--- config.mk ---
export PLATFORM = sky130hd
export DESIGN_NAME = positional_char_sequence_store_top
export DESIGN_NICKNAME = d
export VERILOG_FILES = /design/src/hw/rtl/pcss_pkg.sv /design/src/hw/rtl/pcss_store.sv /design/src/hw/rtl/positional_char_sequence_store_top.sv
export SDC_FILE = /design/constraint.sdc
export NUM_CORES = 1
export LEC_CHECK = 0
export BUFFER_PORTS_ARGS = -buffer_cell sky130_fd_sc_hd__buf_2
export CORE_MARGIN = 3
export CORE_UTILIZATION = 50
export DETAILED_ROUTE_END_ITERATION = 8
export GPL_TIMING_DRIVEN = 0
export PLACE_DENSITY = 0.71
export SLEW_MARGIN = 20
export SYNTH_ARGS = -nofsm -noshare
export SYNTH_HDL_FRONTEND = slang
export SYNTH_SLANG_ARGS = --single-unit
--- constraint.sdc ---
create_clock -name clk -period 2.7 [get_ports clk]
set_input_delay 0.27 -clock clk [delete_from_list [all_inputs] [get_ports clk]]
set_output_delay 0.27 -clock clk [all_outputs]
set_load 0.01 [all_outputs]
--- src/hw/rtl/pcss_pkg.sv ---
package pcss_pkg;

    localparam int CAPACITY = 32;
    localparam int IDX_W    = $clog2(CAPACITY);
    localparam int LEN_W    = $clog2(CAPACITY + 1);
    localparam int POS_W    = 6;
    localparam int CHAR_W   = 8;
    localparam int CMP_W    = ((LEN_W + 1 > POS_W) ? LEN_W + 1 : POS_W) + 1;

    localparam logic [1:0] ACT_INSERT = 2'd0;
    localparam logic [1:0] ACT_DELETE = 2'd1;
    localparam logic [1:0] ACT_READ   = 2'd2;
    localparam logic [1:0] ACT_EMIT   = 2'd3;

    localparam logic [1:0] KIND_READ   = 2'd0;
    localparam logic [1:0] KIND_EMIT   = 2'd1;
    localparam logic [1:0] KIND_BADPOS = 2'd2;
    localparam logic [1:0] KIND_FULL   = 2'd3;

    typedef enum logic [3:0] {
        ST_IDLE,
        ST_INS_RD,
        ST_INS_WR,
        ST_INS_PUT,
        ST_DEL_RD,
        ST_DEL_WR,
        ST_RD_RD,
        ST_RD_OUT,
        ST_EMIT_RD,
        ST_EMIT_OUT
    } state_t;

    typedef struct packed {
        logic              we;
        logic [IDX_W-1:0]  waddr;
        logic [CHAR_W-1:0] wdata;
        logic [IDX_W-1:0]  raddr;
    } mem_req_t;

endpackage

--- src/hw/rtl/pcss_store.sv ---
module pcss_store (
    input  logic                        clk,
    input  pcss_pkg::mem_req_t          req,
    output logic [pcss_pkg::CHAR_W-1:0] rdata
);
    import pcss_pkg::*;

    logic [CHAR_W-1:0] mem [CAPACITY];

    always_ff @(posedge clk)
    begin
        if (req.we)
        begin
            mem[req.waddr] <= req.wdata;
        end
    end

    always_ff @(posedge clk)
    begin
        rdata <= mem[req.raddr];
    end

endmodule

--- src/hw/rtl/positional_char_sequence_store_top.sv ---
// channel   signals                          accepted when
// -------   ------------------------------   -------------------------------
// command   start, action, position,         rising edge with start high and
//           char_value                       busy low
// result    strobe, kind, char_out, last     every edge ending a strobe cycle
//
// error results appear the cycle after the command, busy stays low
// busy is high while a command shifts, reads or emits bytes; the last beat of a read or emit
// arrives in the cycle after busy falls
// each moved byte passes through a read state and then a write state since the byte store read is registered
// reset clears the length, the state machine and the strobe; bytes are not cleared
// results are one-cycle beats the receiver cannot hold off
module positional_char_sequence_store_top (
    input  logic                        clk,
    input  logic                        rst_n,
    input  logic                        start,
    output logic                        busy,
    input  logic [1:0]                  action,
    input  logic [pcss_pkg::POS_W-1:0]  position,
    input  logic [pcss_pkg::CHAR_W-1:0] char_value,
    output logic                        strobe,
    output logic [1:0]                  kind,
    output logic [pcss_pkg::CHAR_W-1:0] char_out,
    output logic                        last
);
    import pcss_pkg::*;

    state_t            state_reg, state_next;
    logic [LEN_W-1:0]  len_reg, len_next;
    logic [IDX_W-1:0]  idx_reg, idx_next;
    logic [IDX_W-1:0]  pidx_reg, pidx_next;
    logic [CHAR_W-1:0] val_reg, val_next;
    logic              strobe_reg, strobe_next;
    logic [1:0]        kind_reg, kind_next;
    logic [CHAR_W-1:0] char_reg, char_next;
    logic              last_reg, last_next;

    mem_req_t          mem_req;
    logic [CHAR_W-1:0] rdata;

    logic [CMP_W-1:0]  pos_ext, len_ext;
    logic [LEN_W-1:0]  idx_ext;

    pcss_store u_store (
        .clk   (clk),
        .req   (mem_req),
        .rdata (rdata)
    );

    assign pos_ext = CMP_W'(position);
    assign len_ext = CMP_W'(len_reg);
    assign idx_ext = LEN_W'(idx_reg);

    always_ff @(posedge clk or negedge rst_n)
    begin
        if (!rst_n)
        begin
            state_reg  <= ST_IDLE;
            len_reg    <= '0;
            strobe_reg <= 1'b0;
        end
        else
        begin
            state_reg  <= state_next;
            len_reg    <= len_next;
            strobe_reg <= strobe_next;
        end
    end

    always_ff @(posedge clk)
    begin
        idx_reg  <= idx_next;
        pidx_reg <= pidx_next;
        val_reg  <= val_next;
        kind_reg <= kind_next;
        char_reg <= char_next;
        last_reg <= last_next;
    end

    always_comb
    begin
        state_next    = state_reg;
        len_next      = len_reg;
        idx_next      = idx_reg;
        pidx_next     = pidx_reg;
        val_next      = val_reg;
        strobe_next   = 1'b0;
        kind_next     = kind_reg;
        char_next     = char_reg;
        last_next     = last_reg;
        mem_req.we    = 1'b0;
        mem_req.waddr = idx_reg;
        mem_req.wdata = rdata;
        mem_req.raddr = idx_reg;

        case (state_reg)
            ST_IDLE:
            begin
                if (start)
                begin
                    val_next  = char_value;
                    pidx_next = IDX_W'(position - POS_W'(1));
                    kind_next = KIND_BADPOS;
                    char_next = '0;
                    last_next = 1'b1;
                    case (action)
                        ACT_INSERT:
                        begin
                            if (pos_ext == '0 || pos_ext > len_ext + CMP_W'(1))
                            begin
                                strobe_next = 1'b1;
                            end
                            else if (len_ext == CMP_W'(CAPACITY))
                            begin
                                strobe_next = 1'b1;
                                kind_next   = KIND_FULL;
                            end
                            else if (pos_ext <= len_ext)
                            begin
                                idx_next   = len_reg[IDX_W-1:0];
                                state_next = ST_INS_RD;
                            end
                            else
                            begin
                                state_next = ST_INS_PUT;
                            end
                        end
                        ACT_DELETE:
                        begin
                            if (pos_ext == '0 || pos_ext > len_ext)
                            begin
                                strobe_next = 1'b1;
                            end
                            else if (pos_ext < len_ext)
                            begin
                                idx_next   = IDX_W'(position - POS_W'(1));
                                state_next = ST_DEL_RD;
                            end
                            else
                            begin
                                len_next = len_reg - LEN_W'(1);
                            end
                        end
                        ACT_READ:
                        begin
                            if (pos_ext == '0 || pos_ext > len_ext)
                            begin
                                strobe_next = 1'b1;
                            end
                            else
                            begin
                                state_next = ST_RD_RD;
                            end
                        end
                        default:
                        begin
                            if (len_reg == '0)
                            begin
                                strobe_next = 1'b1;
                            end
                            else
                            begin
                                idx_next   = '0;
                                state_next = ST_EMIT_RD;
                            end
                        end
                    endcase
                end
            end
            // move the tail up one place, top end first
            ST_INS_RD:
            begin
                mem_req.raddr = idx_reg - IDX_W'(1);
                state_next    = ST_INS_WR;
            end
            ST_INS_WR:
            begin
                mem_req.we = 1'b1;
                idx_next   = idx_reg - IDX_W'(1);
                if (idx_reg - IDX_W'(1) == pidx_reg)
                begin
                    state_next = ST_INS_PUT;
                end
                else
                begin
                    state_next = ST_INS_RD;
                end
            end
            ST_INS_PUT:
            begin
                mem_req.we    = 1'b1;
                mem_req.waddr = pidx_reg;
                mem_req.wdata = val_reg;
                len_next      = len_reg + LEN_W'(1);
                state_next    = ST_IDLE;
            end
            // close the gap, low end first
            ST_DEL_RD:
            begin
                mem_req.raddr = idx_reg + IDX_W'(1);
                state_next    = ST_DEL_WR;
            end
            ST_DEL_WR:
            begin
                mem_req.we = 1'b1;
                idx_next   = idx_reg + IDX_W'(1);
                if (idx_ext + LEN_W'(2) == len_reg)
                begin
                    len_next   = len_reg - LEN_W'(1);
                    state_next = ST_IDLE;
                end
                else
                begin
                    state_next = ST_DEL_RD;
                end
            end
            ST_RD_RD:
            begin
                mem_req.raddr = pidx_reg;
                state_next    = ST_RD_OUT;
            end
            ST_RD_OUT:
            begin
                strobe_next = 1'b1;
                kind_next   = KIND_READ;
                char_next   = rdata;
                last_next   = 1'b1;
                state_next  = ST_IDLE;
            end
            ST_EMIT_RD:
            begin
                state_next = ST_EMIT_OUT;
            end
            ST_EMIT_OUT:
            begin
                strobe_next = 1'b1;
                kind_next   = KIND_EMIT;
                char_next   = rdata;
                last_next   = (idx_ext + LEN_W'(1) == len_reg);
                idx_next    = idx_reg + IDX_W'(1);
                if (idx_ext + LEN_W'(1) == len_reg)
                begin
                    state_next = ST_IDLE;
                end
                else
                begin
                    state_next = ST_EMIT_RD;
                end
            end
            default:
            begin
                state_next = ST_IDLE;
            end
        endcase
    end

    assign busy     = (state_reg != ST_IDLE);
    assign strobe   = strobe_reg;
    assign kind     = kind_reg;
    assign char_out = char_reg;
    assign last     = last_reg;

endmodule

==> results.sh, run 1 <==
export IMPL_root_buffer="clkbuf_16"
export IMPL_whs_path_depth=4
export IMPL_gr_total_overflow=0
export IMPL_slew_viol_final=0
export IMPL_portBuffers=31
export IMPL_startpoint_type="register"
export IMPL_async_reset_ff_share_pct=3.618
export IMPL_grt_pass1_vias=9586
export IMPL_synth_cell_types=74
export IMPL_setup_violations=83
export IMPL_io_pin_count=32
export IMPL_wl_mm=41.79
export IMPL_start_util_pct=51.27
export IMPL_drc=0
export IMPL_pre_cts_ws_ps=-1018
export IMPL_routed_via_density=6.468
export IMPL_hold_path_class="in2reg"
export IMPL_die_w_um=172.7
export IMPL_placement_rows=60
export IMPL_cts_tree="yes"
export IMPL_hpwlAfterDp_mm=23.48
export IMPL_setup_ws_ps=-274.4
export IMPL_critPathArrivalTime_ps=3400
export IMPL_r2r_start="idx_reg[1]$_DFFE_PP_"
export IMPL_ys_warn_count=0
export IMPL_nFillCells=1674
export IMPL_ys_flop_type="edfxtp_1"
export IMPL_syn_area_um2=13890
export IMPL_violations="setup timing"
export IMPL_die_h_um=172.7
export IMPL_post_drt_wl_per_cell_um=26.30
export IMPL_vias=10280
export IMPL_drv_cap=0
export IMPL_ant_nets=0
export IMPL_reg2reg_depth=11
export IMPL_grt_max_degree=33
export IMPL_grt_antenna_before_repair=0
export IMPL_grt_pass1_wl_mm=58.34
export IMPL_status="complete, but fails checks"
export IMPL_endpoint_kind="register"
export IMPL_fin_crit_sh_pct=110.2
export IMPL_hold_start="action[0]"
export IMPL_hold_ws_ps=118.6
export IMPL_clock_skew_ps=25.92
export IMPL_hold_viol_final=0
export IMPL_coreArea_um2=27100
export IMPL_grt_usage_pct=25.08
export IMPL_areaGrowthSynthToFinish_pct=31.09
export IMPL_worst_slew_pin_slew_ps=826.8
export IMPL_synth_cells=1041
export IMPL_h_tree_depth=1
export IMPL_die_area_um2=29830
export IMPL_path_class="reg2reg"
export IMPL_ys_seq_area_share_pct=64.73
export IMPL_postSynthAreaPerCell_um2=13.35
export IMPL_synth_edf_count=285
export IMPL_regMostFlops="u_store.mem"
export IMPL_clk_latency_ps=570
export IMPL_first_pass_iters=6
export IMPL_cts_made_buffers=31
export IMPL_drive_above_1_share_pct=35.12
export IMPL_rsz0062_at_grt="yes"
export IMPL_numClockSinks=304
export IMPL_period_needed_ps=2974
export IMPL_drtIter0Drc=1210
export IMPL_synth_seq_cells=304
export IMPL_min_to="state_reg[1]$_DFFE_PN0P_"
export IMPL_r2r_setup_slack_ps=-270
export IMPL_cts_buffer_depth=3
export IMPL_clk_pin_slew_ps=60
export IMPL_slew_headroom_pct=44.88
export IMPL_num_nets_final=1243
export IMPL_synth_nets=1089
export IMPL_routabilityCongestion=0.9454
export IMPL_fmax_mhz=336.2
export IMPL_cp_required_ps=3130
export IMPL_r2r_end="u_store.rdata[6]$_DFF_P_"
export IMPL_largest_reg_flops=256
export IMPL_cp_max_fo=8
-- worst max path at each step --
stage	startpoint	to	depth (start not counted)
2_1_floorplan	idx_reg[0]$_DFFE_PP_	u_store.rdata[5]$_DFF_P_	10
3_3_place_gp	idx_reg[0]$_DFFE_PP_	u_store.rdata[7]$_DFF_P_	10
3_5_place_dp	idx_reg[0]$_DFFE_PP_	u_store.rdata[3]$_DFF_P_	10
4_1_cts	state_reg[2]$_DFFE_PN0P_	u_store.rdata[7]$_DFF_P_	10
5_1_grt	idx_reg[1]$_DFFE_PP_	u_store.rdata[6]$_DFF_P_	11
6_report	idx_reg[1]$_DFFE_PP_	u_store.rdata[6]$_DFF_P_	11
-- cell type report --
cell class	count	area [um^2]	share of cell area [%]
Sequential cell	304	8999	49.40
Multi-Input combinational cell	646	5972	32.79
Timing Repair Buffer	130	1225	6.725
Clock buffer	38	802.0	4.403
Buffer	53	529.3	2.906
Tap cell	372	465.4	2.555
Inverter	29	118.9	0.6526
Clock inverter	16	101.3	0.5564
Antenna cell	1	2.502	0.01374
-- worst max-delay path, cell delays in order, from the launching register on --
cell	delay (ps)
edfxtp_1	500
buf_4	190
ha_1	250
a21bo_2	250
a311oi_2	310
a221oi_4	100
buf_4	180
a211oi_1	370
inv_2	210
buf_4	200
o22ai_4	190
a211oi_4	90
-- cell usage after synthesis (5+ instances only) --
library cell | instances | share of area (%)
a31oi_1 | 33 | 1.5
a21o_1 | 6 | 0.32
buf_2 | 15 | 0.54
o32ai_1 | 7 | 0.44
nand2_1 | 131 | 3.5
clkbuf_1 | 27 | 0.73
a22oi_1 | 7 | 0.38
inv_1 | 29 | 0.78
dfxtp_1 | 8 | 1.2
and3_1 | 47 | 2.1
nand3_1 | 11 | 0.40
xnor2_1 | 26 | 1.6
o22ai_1 | 27 | 1.2
mux2_2 | 8 | 0.65
nor3_1 | 12 | 0.43
mux2i_1 | 67 | 4.8
edfxtp_1 | 285 | 62
a2111oi_0 | 5 | 0.32
xor2_1 | 9 | 0.57
dfrtp_1 | 11 | 2.0
o21bai_1 | 6 | 0.32
ha_1 | 28 | 2.5
buf_6 | 11 | 0.89
a21oi_1 | 27 | 0.97
a221oi_1 | 37 | 2.3
o21ai_0 | 15 | 0.54
nor2_1 | 47 | 1.3
nor4_2 | 7 | 0.63
-- timing repair --
action                                  4_1_cts  5_1_grt
endpoints found under the setup margin      547      324
gates cloned                                  4        0
hold buffers                                  9        0
pin swaps                                    47       78
setup buffers                                40       49
resized for setup                           292      127
hold endpoints to repair                     19        0
-- layer usage --
metal  up-vias  wire (um)  share of wire (%)  global-route usage (%)
met4         0       1899                4.5                   8.615
met1      5039      15840                 38                   34.77
met2       751      19750                 47                   40.49
met3       159       4303                 10                   4.348
met5         -          0                  0                       0
li1       4328          -                  -                       -
-- cells by family after synthesis --
kind of cell | after synthesis | share of synthesized area, %
AOI/OAI and AO/OA | 207 | 10.70
xor gates and xnor gates | 35 | 2.206
buffers and inverters | 91 | 3.341
muxes | 76 | 5.637
adders and majority gates | 29 | 2.666
DFF | 304 | 64.73
and+or+nand+nor | 299 | 10.72
-- placed cells by master (no fill, tap or decap), types with 8 or more instances in the layout --
cell	Yosys	routed
nor2_4	0	33
mux2i_1	67	58
a31oi_2	0	11
nor3_1	12	10
ha_1	28	23
mux2_2	8	8
buf_2	15	36
clkbuf_16	0	31
clkbuf_1	27	10
xnor2_1	26	24
and3_1	47	47
nand3_1	11	9
o21ai_0	15	10
inv_1	29	20
nand2_4	0	9
buf_6	11	15
clkbuf_4	0	8
a31oi_1	33	18
xor2_1	9	8
edfxtp_1	285	285
a21oi_2	0	10
dlygate4sd3_1	0	9
o22ai_2	1	20
clkinv_1	0	10
a21oi_1	27	10
nand2_2	1	11
dfxtp_1	8	8
nand2_1	131	110
buf_4	2	68
nor2_1	47	12
buf_12	0	25
a221oi_1	37	27
mux2i_4	0	8
buf_8	1	8
-- metrics by stage --
| stage | area (um^2) | setup TNS, ps | cells | utilization, % |
|---|---|---|---|---|
| 2_1_floorplan | 13900 | 0 | 1041 | - |
| 3_3_place_gp | 14520 | -240240 | 1444 | 53.59 |
| 3_5_place_dp | 14520 | -251830 | 1444 | 53.59 |
| 4_1_cts | 17330 | -1653 | 1546 | 63.95 |
| 5_1_grt | 18210 | -16170 | 1588 | 67.20 |
| 6_report | 18220 | -3314 | 1589 | 67.21 |
Power of run 1 is left out: the tool's default activity adds up to more than one toggle a clock period on the data nets, which glitch-free logic cannot reach.
==> run 2, diff against run 1 <==
SLEW_MARGIN = not set   (was 20)
clock period = 2.64 ns   (was 2.7 ns; I/O delays follow)
==> results.sh, run 2 (synthesis results as in run 1) <==
export IMPL_status="complete, but fails checks"
export IMPL_violations="setup timing"
export IMPL_hold_path_class="in2reg"
export IMPL_numClockSinks=304
export IMPL_startpoint_type="register"
export IMPL_grt_pass1_wl_mm=58.40
export IMPL_design_area_um2=18680
export IMPL_regMostFlops="u_store.mem"
export IMPL_period_needed_ps=3124
export IMPL_setup_violations=208
export IMPL_largest_reg_flops=256
export IMPL_cp_required_ps=3080
export IMPL_min_to="pidx_reg[0]$_DFFE_PP_"
export IMPL_clk_latency_ps=570
export IMPL_hold_viol_final=0
export IMPL_whs_path_depth=2
export IMPL_r2r_setup_slack_ps=-480
export IMPL_portBuffers=31
export IMPL_drc=0
export IMPL_hold_start="position[0]"
export IMPL_start_util_pct=51.27
export IMPL_areaGrowthSynthToFinish_pct=34.44
export IMPL_multiInputGateArea_um2=6111
export IMPL_grt_antenna_before_repair=1
export IMPL_root_buffer="clkbuf_16"
export IMPL_rsz0062_at_grt="yes"
export IMPL_slew_viol_final=0
export IMPL_io_pin_count=32
export IMPL_grt_usage_pct=25.36
export IMPL_fin_crit_sh_pct=118.3
export IMPL_die_area_um2=29830
export IMPL_routed_via_density=6.597
export IMPL_slew_headroom_pct=45.04
export IMPL_setup_ws_ps=-484.3
export IMPL_first_pass_iters=7
export IMPL_cp_max_fo=10
export IMPL_h_tree_depth=1
export IMPL_final_cell_mix="edfxtp_1 (285), nand2_1 (112), buf_4 (74)"
export IMPL_nFillCells=1633
export IMPL_endpoint_kind="register"
export IMPL_die_w_um=172.7
export IMPL_coreArea_um2=27100
export IMPL_drive_above_1_share_pct=37.89
export IMPL_critPathArrivalTime_ps=3570
export IMPL_clock_skew_ps=14.07
export IMPL_die_h_um=172.7
export IMPL_drtIter0Drc=1555
export IMPL_cts_tree="yes"
export IMPL_post_drt_wl_per_cell_um=27.30
export IMPL_pre_cts_ws_ps=-944.0
export IMPL_ant_nets=0
export IMPL_placement_rows=60
export IMPL_vias=10580
export IMPL_num_nets_final=1253
export IMPL_final_common_cell="edfxtp_1"
export IMPL_wl_mm=43.76
export IMPL_clk_pin_slew_ps=70
export IMPL_r2r_start="idx_reg[1]$_DFFE_PP_"
export IMPL_grt_max_degree=33
export IMPL_seq_area_um2=8999
export IMPL_grt_pass1_vias=9754
export IMPL_path_class="reg2reg"
export IMPL_dpl_instance_area_um2=14530
export IMPL_r2r_end="u_store.rdata[6]$_DFF_P_"
export IMPL_hpwlAfterDp_mm=23.54
export IMPL_gr_total_overflow=0
export IMPL_worst_slew_pin_slew_ps=824.4
export IMPL_reg2reg_depth=10
export IMPL_drv_cap=0
export IMPL_cts_made_buffers=31
export IMPL_cts_buffer_depth=3
export IMPL_fmax_mhz=320.1
export IMPL_routabilityCongestion=0.9521
==> run 2: per-stage QoR <==
step | cells | hold WS [ps] | setup TNS (ps) | utilization, %
after CTS | 1556 | 65.84 | -1059 | 65.10
after global placement | 1444 | 166.7 | -256680 | 53.61
after detailed placement | 1444 | 177.2 | -289520 | 53.61
final | 1603 | 70.77 | -10590 | 68.93
after global routing | 1602 | 89.21 | -17030 | 68.92
after floorplan | 1041 | -31.59 | 0 | -
==> run 2: worst max path at each step <==
stage	from	end	slack, ps	depth (start not counted)
finish	idx_reg[1]$_DFFE_PP_	u_store.rdata[6]$_DFF_P_	-480	10
global route	idx_reg[1]$_DFFE_PP_	u_store.rdata[6]$_DFF_P_	-470	10
CTS	state_reg[2]$_DFFE_PN0P_	u_store.rdata[6]$_DFF_P_	-130	11
detailed placement	idx_reg[2]$_DFFE_PP_	u_store.rdata[2]$_DFF_P_	-940	10
global placement	idx_reg[0]$_DFFE_PP_	u_store.rdata[5]$_DFF_P_	-980	10
floorplan	len_reg[0]$_DFFE_PN0P_	idx_reg[0]$_DFFE_PP_	10	10
==> run 2: routing by layer <==
| layer | share of wire (%) | GRT usage (%) | up-vias |
|---|---|---|---|
| met2 | 47 | 41.10 | 819 |
| met3 | 11 | 6.061 | 228 |
| li1 | - | - | 4369 |
| met1 | 37 | 33.69 | 5159 |
| met4 | 5.9 | 9.189 | 0 |
| met5 | 0 | 0 | - |
==> run 2: critical path: stages (launching register included) <==
cell	delay (ps)
edfxtp_1	580
inv_2	140
ha_4	280
mux2i_1	270
o22a_4	280
and2_4	270
buf_6	190
nand2_1	100
a31oi_1	320
o22ai_2	190
a211oi_4	370
==> run 2: cell type report <==
cell class                 count  share of cell area, %
inverter                      29                 0.6497
antenna                        1                0.01340
timing repair buffer         136                  7.026
sequential                   304                  48.17
clock inverter                18                  1.152
clock buffer                  40                  4.782
buffer                        56                  3.001
tap                          372                  2.492
multi-input combinational    647                  32.71
==> run 2: what timing repair did <==
| action | 4_1_cts | 5_1_grt |
|---|---|---|
| endpoints found under the hold margin | 19 | 0 |
| pin swaps | 57 | 61 |
| resized for setup | 305 | 133 |
| endpoints found under the setup margin | 547 | 414 |
| hold buffers | 9 | 0 |
| cloned | 6 | 1 |
| setup buffers | 45 | 46 |
Power of run 2 is left out for the same reason.
